`config.mk`:
```
export PLATFORM = sky130hd
export DESIGN_NAME = page_key_mru_cache
export DESIGN_NICKNAME = d
export VERILOG_FILES = /design/src/hdl/pkmc_pkg.sv /design/src/hdl/page_key_mru_cache.sv
export SDC_FILE = /design/constraint.sdc
export NUM_CORES = 1
export LEC_CHECK = 0
export BUFFER_PORTS_ARGS = -buffer_cell sky130_fd_sc_hd__buf_2
export CAP_MARGIN = 10
export CORE_AREA = 2 2 141 143
export DETAILED_ROUTE_END_ITERATION = 10
export DIE_AREA = 0 0 143 145
export PLACE_DENSITY = 0.87
export SLEW_MARGIN = 20
export SYNTH_ARGS = -nofsm -noshare
export SYNTH_HDL_FRONTEND = slang
export SYNTH_SLANG_ARGS = --single-unit
```
`constraint.sdc`:
```
create_clock -name clk -period 12.5 [get_ports clk]
set_input_delay 1.875 -clock clk [delete_from_list [all_inputs] [get_ports clk]]
set_output_delay 1.875 -clock clk [all_outputs]
set_load 0.02 [all_outputs]
```
`src/hdl/pkmc_pkg.sv`:
```
`timescale 1ns / 1ps

package pkmc_pkg;

  // Cache geometry
  localparam int CACHE_SLOTS = 4;
  localparam int SLOT_W      = $clog2(CACHE_SLOTS);
  localparam int POS_W       = 48;
  localparam int PAGE_BITS   = 12;
  localparam int KEY_W       = POS_W - PAGE_BITS;
  localparam int OFF_W       = PAGE_BITS;
  localparam int STATUS_W    = 3;

  // Operation codes
  localparam logic OP_LOOKUP = 1'b0;
  localparam logic OP_DROP   = 1'b1;

  // Result status codes
  localparam logic [STATUS_W-1:0] ST_UNCACHED = 3'd0;
  localparam logic [STATUS_W-1:0] ST_HIT      = 3'd1;
  localparam logic [STATUS_W-1:0] ST_FILLED   = 3'd2;
  localparam logic [STATUS_W-1:0] ST_EVICTED  = 3'd3;
  localparam logic [STATUS_W-1:0] ST_DROPPED  = 3'd4;

  typedef struct packed {
    logic             op;
    logic [POS_W-1:0] position;
  } in_item_t;

  typedef struct packed {
    logic [STATUS_W-1:0] status;
    logic [KEY_W-1:0]    page_key;
    logic [OFF_W-1:0]    page_offset_out;
    logic                evicted_valid;
    logic [KEY_W-1:0]    evicted_key;
  } out_item_t;

endpackage

```
`src/hdl/page_key_mru_cache.sv`:
```
`timescale 1ns / 1ps

// Fully associative page key cache with a move-to-front order. Each transaction
// passes through an input register and then a result register, and one transaction
// is accepted every cycle while the result side is not stalled, since a lookup
// compares all slots in parallel and updates the slot registers in the same cycle
// it moves into the result register. A lookup splits the position into page key
// and offset; while the cache is enabled, a hit swaps the slot to the front, and a
// miss fills the first empty slot or evicts the last one, then moves it to the front.
// A drop invalidates every slot. Any write of cfg_wdata (cache enable) clears all
// slots.

module page_key_mru_cache (
  input  logic                clk,
  input  logic                rst,
  input  logic                cfg_wen,
  input  logic                cfg_wdata,
  input  logic                in_valid,
  output logic                in_stall,
  input  pkmc_pkg::in_item_t  in_item,
  output logic                out_valid,
  input  logic                out_stall,
  output pkmc_pkg::out_item_t out_item
);

  logic                     cache_enable;
  logic [pkmc_pkg::KEY_W-1:0] entry_key [pkmc_pkg::CACHE_SLOTS];
  logic [pkmc_pkg::CACHE_SLOTS-1:0] entry_valid;

  logic               stage_valid;
  pkmc_pkg::in_item_t stage_item;

  logic out_free;
  logic stage_move;
  logic stage_load;

  logic [pkmc_pkg::KEY_W-1:0] key;
  logic [pkmc_pkg::OFF_W-1:0] off;
  logic                       hit_any;
  logic                       empty_any;
  logic [pkmc_pkg::SLOT_W-1:0] hit_slot;
  logic [pkmc_pkg::SLOT_W-1:0] empty_slot;
  logic [pkmc_pkg::SLOT_W-1:0] slot;
  pkmc_pkg::out_item_t        result;

  // Handshake: result register frees when empty or taken
  assign out_free   = !out_valid || !out_stall;
  assign stage_move = stage_valid && out_free;
  assign in_stall   = stage_valid && !out_free;
  assign stage_load = in_valid && !in_stall;

  // Split the position
  assign key = stage_item.position[pkmc_pkg::POS_W-1:pkmc_pkg::PAGE_BITS];
  assign off = stage_item.position[pkmc_pkg::PAGE_BITS-1:0];

  // Find the first matching slot and the first empty slot
  always_comb begin
    hit_any    = 1'b0;
    empty_any  = 1'b0;
    hit_slot   = '0;
    empty_slot = '0;
    for (int i = pkmc_pkg::CACHE_SLOTS - 1; i >= 0; i--) begin
      if (entry_valid[i] && entry_key[i] == key) begin
        hit_any  = 1'b1;
        hit_slot = pkmc_pkg::SLOT_W'(i);
      end
      if (!entry_valid[i]) begin
        empty_any  = 1'b1;
        empty_slot = pkmc_pkg::SLOT_W'(i);
      end
    end
  end

  // Pick the slot that ends up at the front
  always_comb begin
    priority if (hit_any) begin
      slot = hit_slot;
    end else if (empty_any) begin
      slot = empty_slot;
    end else begin
      slot = pkmc_pkg::SLOT_W'(pkmc_pkg::CACHE_SLOTS - 1);
    end
  end

  // Form the result
  always_comb begin
    result.status          = pkmc_pkg::ST_UNCACHED;
    result.page_key        = key;
    result.page_offset_out = off;
    result.evicted_valid   = 1'b0;
    result.evicted_key     = '0;
    priority if (stage_item.op == pkmc_pkg::OP_DROP) begin
      result.status          = pkmc_pkg::ST_DROPPED;
      result.page_key        = '0;
      result.page_offset_out = '0;
    end else if (!cache_enable) begin
      result.status = pkmc_pkg::ST_UNCACHED;
    end else if (hit_any) begin
      result.status = pkmc_pkg::ST_HIT;
    end else if (empty_any) begin
      result.status = pkmc_pkg::ST_FILLED;
    end else begin
      result.status        = pkmc_pkg::ST_EVICTED;
      result.evicted_valid = 1'b1;
      result.evicted_key   = entry_key[pkmc_pkg::CACHE_SLOTS-1];
    end
  end

  // Hold the configuration and slot control state
  always_ff @(posedge clk) begin
    if (rst) begin
      cache_enable <= 1'b0;
      entry_valid  <= '0;
    end else if (cfg_wen) begin
      cache_enable <= cfg_wdata;
      entry_valid  <= '0;
    end else if (stage_move) begin
      if (stage_item.op == pkmc_pkg::OP_DROP) begin
        entry_valid <= '0;
      end else if (cache_enable) begin
        entry_valid[0] <= 1'b1;
        if (slot != '0) begin
          entry_valid[slot] <= entry_valid[0];
        end
      end
    end
  end

  // Move the selected entry to the front, old front takes its place
  always_ff @(posedge clk) begin
    if (stage_move && stage_item.op == pkmc_pkg::OP_LOOKUP && cache_enable && !cfg_wen) begin
      entry_key[0] <= key;
      if (slot != '0) begin
        entry_key[slot] <= entry_key[0];
      end
    end
  end

  // Advance the input register
  always_ff @(posedge clk) begin
    if (rst) begin
      stage_valid <= 1'b0;
    end else if (!in_stall) begin
      stage_valid <= in_valid;
    end
  end

  always_ff @(posedge clk) begin
    if (stage_load) begin
      stage_item <= in_item;
    end
  end

  // Advance the result register
  always_ff @(posedge clk) begin
    if (rst) begin
      out_valid <= 1'b0;
    end else if (out_free) begin
      out_valid <= stage_valid;
    end
  end

  always_ff @(posedge clk) begin
    if (stage_move) begin
      out_item <= result;
    end
  end

endmodule

```
==> results of run 1 <==
[metal layers]
metal  vias to the layer above  global-route usage (%)  wire length (um)
li1                       2659                       -                 -
met1                      2872                    30.0              9010
met2                       284                    35.0             10700
met3                        48                    3.96              1570
met4                         0                    6.63               670
met5                         -                       0                 0
[per-stage QoR]
step	hold WS (ns)	util [%]	std cells	worst slack [ns]	total power, uW
after floorplan	0.421	-	664	7.11	1180
after global routing	0.538	67.5	1086	8.18	2020
final	0.511	67.5	1086	8.22	1950
after CTS	0.502	67.5	1086	8.22	1970
after global placement	0.463	63.2	1037	7.91	1210
after detailed placement	0.494	63.2	1037	7.79	1210
[registers in the layout, summed over array words and instances (netlist names)]
signal        cells
cache_enable      1
entry_key       144
out_item         88
off              12
stage_valid       1
entry_valid       4
stage_item        1
key              36
out_valid         1
[power by group through the flow]
stage	clock network, uW	logic (uW)	registers (uW)
floorplan	0	49.6	1130
global placement	0	86.1	1120
detailed placement	0	88.7	1120
CTS	775	89.2	1110
global route	812	95.3	1110
finish	762	88.0	1100
[worst paths after layout]
check,end,startpoint,slack (ns),cells past startpoint
max,in_stall,out_stall,8.22,3
min,entry_valid[3],entry_valid[3],0.51,2
max reg2reg,entry_key[3][31],key[32],8.95,7
min reg2reg,entry_valid[3],entry_valid[3],0.51,2
[worst max-delay path: cells and delay by family]
kind                   cells  cell delay [ns]
buffers and inverters      2             0.29
AND/OR/NAND/NOR            1             0.24
[cell usage in the layout (no fill, tap or decap), types with 3 or more instances in the layout]
cell       Yosys  layout
edfxtp_1     281     281
buf_2         26     144
xor2_1       107     107
nor2b_1       47      46
and2_1        36      36
xnor2_1       34      34
clkbuf_16      0      28
nor4_1        27      27
nand4_1       15      15
clkinv_1       0      14
nor2_1        11      11
buf_4          0       8
dfxtp_1        7       7
and3_1         6       6
nand2_1        5       5
nand3_1        5       5
inv_1          7       5
nor3_1         5       4
or3_4          3       3
[final cells by class]
type	instances	area (um^2)
inverter	7	28.8
multi-input combinational	325	2410
clock inverter	19	120
clock buffer	30	708
sequential	288	8580
timing repair buffer	152	781
tap	265	332
fill	1255	6240
[kinds of logic after synthesis]
kind of cell    count (synthesis)
flops                         288
simple gates                  170
xor+xnor                      141
buf+inv                        51
compound gates                 12
mux                             2
==> run summary, run 1 <==
YS warnings -> 0
Layout cells sized above 1 -> 24.1%
Max_cap viols -> 0
DIE HEIGHT -> 145 um
Ranking of synthesized cells by area -> edfxtp_1, xor2_1, xnor2_1
TritonCTS clock tree -> done
Fmax -> 234 MHz
Final setup violating endpoints -> 0
Reg power frac -> 56.5%
Slew Limit Fails -> 0
CP Capture Type -> output pin
Relative slew slack -> 52.2%
Ys flop type -> edfxtp_1
Worst path slowest cell -> and3_1
Power share of the combinational group -> 4.5%
Cell Rows -> 51
Switching Power -> 413 uW
Fin. Hold Viols -> 0
Crit start category -> primary input
DR vias -> 5863
Final net count -> 857
CTS max path bufs -> 3
Num CTS Buffers -> 28
Count leader, synth -> edfxtp_1
Syn_nets -> 719
Global-route wire length before repair -> 33800 um
Pleak -> 0.00458 uW
Largest net degree at the start of global routing -> 53
ANT cells -> 0
Synth Area in Compound Gates -> 0.886%
Async set-or-reset flop fraction in the synthesized netlist -> 0%
Post-synth top cells -> edfxtp_1, xor2_1, nor2b_1
#FFs+latches synth -> 288
Final wirelength -> 22000 um
Synth area leader -> edfxtp_1
Fin Setup TNS -> 0 ns
RSZ-0062 raised after global routing -> no
Pint -> 1540 uW
Crit path kind -> in -> out
Clock transition at path regs -> 0.06 ns
Yosys cell types -> 36
Initial Util -> 58.8%
GP Congestion -> 0.875
Design Area, Final -> 13000 um^2
Maximum vdd drop -> 0.0000975 V
Setup skew after layout -> 0.00959 ns
Num ports -> 145
Post-Syn Area -> 11300 um^2
1st-pass router iterations -> 5
Final Cycle Share -> 34.2%
Tmin final -> 4.28 ns
H-tree depth -> 1
Hold Crit Class -> reg -> reg
# DRC -> 0
Part of the power in the clock network -> 39.0%
Area delta synth->final -> 14.7%
Outcome -> complete, no violations
Vias per cell -> 5.40
CTS resizes -> 0
Proportion of synthesized area in mux cells -> 0.177%
Simple-Gate Fraction of Synth Area -> 9.27%
Crit-path cells -> buf_2 > and3_1 > buf_2
CTS Sinks -> 288
Die ar. -> 20700 um^2
Tot GR Track Use -> 21.6%
Synth Area in XOR/XNOR -> 10.9%
Core area -> 19200 um^2
Placement Cell Area -> 12100 um^2
ANT nets after route -> 0
Adder-Cell Fraction of Synth Area -> 0%
Initial antenna violation count -> 0
DIE WIDTH -> 143 um
Register area share after synthesis -> 75.9%
Global route overflow -> 0
Insertion delay to the later sink of the worst-skew pair -> 0.54 ns
Setup bufs post-CTS -> 0
Slowest cell delay on critical path -> 0.24 ns
DR WL/cell -> 20.2 um
Fraction of power spent switching nets -> 21.1%
Total power per unit cell area -> 151 nW/um^2
Most frequent CP cell -> buf_2
Iteration-0 DRC count of the detailed router -> 508
CP Max Fanout -> 3
Hold Buf Count CTS -> 0
Dpl hpwl -> 14600 um
PortBufs -> 144
Clock root cell -> clkbuf_16
Post-synth EDFFs -> 281
Number of global-route vias before repair -> 6010
Actual slew at the worst max-slew pin -> 0.717 ns
Largest family of logic cells by synthesized area -> XOR/XNOR gates
Mapped Cells -> 664
Area share of the largest cell type after synthesis -> 74.7%
CP arrival -> 2.41 ns
Synthesized area per cell -> 17.0 um^2
Req. time, crit path -> 10.62 ns
No activity file was read; power rests on OpenSTA's default activity.
==> run 2: changes to the inputs <==
--- a/config.mk
+++ b/config.mk
@@ -5,12 +5,13 @@
 export SDC_FILE = /design/constraint.sdc
 export NUM_CORES = 1
 export LEC_CHECK = 0
+export ABC_AREA = 1
 export BUFFER_PORTS_ARGS = -buffer_cell sky130_fd_sc_hd__buf_2
 export CAP_MARGIN = 10
-export CORE_AREA = 2 2 141 143
+export CORE_AREA = 2 2 152 154
 export DETAILED_ROUTE_END_ITERATION = 10
-export DIE_AREA = 0 0 143 145
-export PLACE_DENSITY = 0.87
+export DIE_AREA = 0 0 154 156
+export PLACE_DENSITY = 0.86
 export SLEW_MARGIN = 20
 export SYNTH_ARGS = -nofsm -noshare
 export SYNTH_HDL_FRONTEND = slang
==> constraint.sdc (replaced) <==
create_clock -name clk -period 4.2 [get_ports clk]
set_input_delay 0.63 -clock clk [delete_from_list [all_inputs] [get_ports clk]]
set_output_delay 0.63 -clock clk [all_outputs]
set_load 0.02 [all_outputs]
==> run summary, run 2 <==
Outcome -> complete, no violations
Critical R2R Launch -> key[12]
Synth area leader -> edfxtp_1
Post-Syn Area -> 13100 um^2
R2R depth -> 12
Async set-or-reset flop fraction in the synthesized netlist -> 0%
Layout cells sized above 1 -> 15.9%
Simple-Gate Fraction of Synth Area -> 23.5%
Syn_nets -> 1396
#FFs+latches synth -> 288
Setup bufs post-CTS -> 0
Area share of the largest cell type after synthesis -> 64.5%
Vias per cell -> 5.56
Global route overflow -> 0
DR vias -> 10100
Synth Area in Compound Gates -> 1.49%
Crit-path cells -> xnor2_1 > nand3_1 > nor2_1 > nand2_1 > nor2_1 > nand2_2 > nand2_1 > nand2_1 > nand2_2 > inv_2 > nor3_4 > buf_4
Met3 Use GR -> 5.81%
Ranking of synthesized cells by area -> edfxtp_1, nand2_1, nor2_1
Mapped Cells -> 1341
RSZ-0062 raised after global routing -> no
Crit path kind -> reg -> reg
Post-synth EDFFs -> 281
Most common cell after layout, fill and taps aside -> nand2_1
Top Usage Layer GRT -> met2
Yosys cell types -> 30
Crit start category -> register
Fin Setup TNS -> 0 ns
Core area -> 22400 um^2
Register area share after synthesis -> 65.5%
Slew Limit Fails -> 0
Hold wc startpoint -> in_item[47]
CTS Sinks -> 288
TritonCTS clock tree -> done
Hold Crit Endpoint -> key[35]
Final net count -> 1559
Ys flop type -> edfxtp_1
CTS max path bufs -> 3
Fin. Hold Viols -> 0
Num CTS Buffers -> 29
# DRC -> 0
Count leader, synth -> nand2_1
Actual slew at the worst max-slew pin -> 0.732 ns
Hold Buf Count CTS -> 0
Adder-Cell Fraction of Synth Area -> 0%
Num ports -> 145
Setup skew after layout -> 0.0145 ns
Fin worst setup slack -> 0.963 ns
Final wirelength -> 42100 um
Hold Path Cell Cnt -> 1
Clock root cell -> clkbuf_16
Met1 Use GR -> 51.5%
Met2 usage -> 55.2%
Post-synth top cells -> nand2_1, edfxtp_1, nor2_1
Filler cells -> 1702
ANT nets after route -> 0
DR WL/cell -> 23.2 um
Post-Place Worst Slack -> 1.13 ns
Dpl hpwl -> 32600 um
Proportion of synthesized area in mux cells -> 0%
PortBufs -> 144
Largest register FFs -> 144
Tmin final -> 3.24 ns
1st-pass router iterations -> 5
Final Cycle Share -> 77.1%
RR Endpoint -> entry_key[3][8]
CP arrival -> 3.44 ns
Total power -> 6200 uW
Maximum vdd drop -> 0.000351 V
CP Capture Type -> register
Req. time, crit path -> 4.40 ns
Number of global-route vias before repair -> 9588
Iteration-0 DRC count of the detailed router -> 1097
H-tree depth -> 1
Synthesized area per cell -> 9.76 um^2
Clock transition at path regs -> 0.06 ns
Max_cap viols -> 0
Most frequent CP cell -> nand2_1
Commonest cells after routing, fill and taps aside -> nand2_1, edfxtp_1, nor2_1
CP Max Fanout -> 22
Global-route wire length before repair -> 60800 um
Insertion delay to the later sink of the worst-skew pair -> 0.55 ns
Final setup violating endpoints -> 0
Cell Rows -> 55
Area delta synth->final -> 14.9%
Internal reg-to-reg setup slack -> 0.96 ns
DIE WIDTH -> 154 um
Initial antenna violation count -> 2
CTS resizes -> 0
Util after Layout -> 67.3%
Tot GR Track Use -> 35.3%
GP Congestion -> 1.02
DIE HEIGHT -> 156 um
Hold Crit Class -> in -> reg
Fmax -> 309 MHz
Pleak -> 0.00660 uW
Initial Util -> 58.5%
Total power per unit cell area -> 412 nW/um^2
Worst path slowest cell -> xnor2_1
Slowest cell delay on critical path -> 0.52 ns
Die ar. -> 24000 um^2
Largest net degree at the start of global routing -> 60
Synth Area in XOR/XNOR -> 2.54%
Relative slew slack -> 51.2%
Largest family of logic cells by synthesized area -> simple AND/OR/NAND/NOR gates
Reg with most FFs -> entry_key
YS warnings -> 0
==> run 2: worst max-delay path by stage <==
stage                          from              end  slack [ns]  cells after the start
final                       key[12]  entry_key[3][8]        0.96                     12
after global placement      key[20]  entry_key[3][9]        1.14                     15
after CTS                   key[12]  entry_key[3][2]        1.05                     12
after global routing        key[20]  entry_key[3][0]        0.89                     15
after detailed placement    key[12]  entry_key[1][6]        1.13                     12
after floorplan           out_stall  entry_key[2][0]        0.09                      7
==> run 2: power by group <==
group / switching, uW / leakage (uW) / internal (uW)
sequential: 58.1 / 0.00264 / 3220
combinational: 308 / 0.00353 / 119
clock: 1070 / 0.000435 / 1420
total: 1440 / 0.00660 / 4770
==> run 2: area by class of cell <==
type | instances | area, um^2 | share of cell area (%)
clock buffers | 40 | 787 | 5.23
multi-input cells | 832 | 3640 | 24.2
well taps | 285 | 357 | 2.37
repair buffers | 154 | 821 | 5.46
clock inverters | 12 | 111 | 0.740
inverters | 199 | 748 | 4.97
diodes | 1 | 2.50 | 0.0166
flip-flops and latches | 288 | 8580 | 57.0
==> run 2: kinds of logic after synthesis <==
family          Yosys count
simple gates            756
flops                   288
compound gates           38
buf+inv                 221
xor+xnor                 38
==> run 2: worst max-delay path: cells and delay by family (launching register included) <==
| kind | cells | cell delay (ns) |
|---|---|---|
| and+or+nand+nor | 9 | 1.34 |
| xor gates and xnor gates | 1 | 0.52 |
| buffers and inverters | 2 | 0.50 |
| DFF | 1 | 0.49 |
==> run 2: routing by layer <==
layer,wire length [um],share of wire [%],vias up
met5,11,0.026,-
met4,1380,3.3,2
met3,4350,10,78
met2,19000,45,602
met1,17300,41,4789
li1,-,-,4597
==> run 2: metrics by stage <==
step	hold slack, ns	cells	area (um^2)
CTS	0.237	1810	15000
global placement	0.458	1758	14100
floorplan	0.421	1341	13100
global route	0.243	1810	15000
detailed placement	0.471	1758	14100
finish	0.254	1811	15000
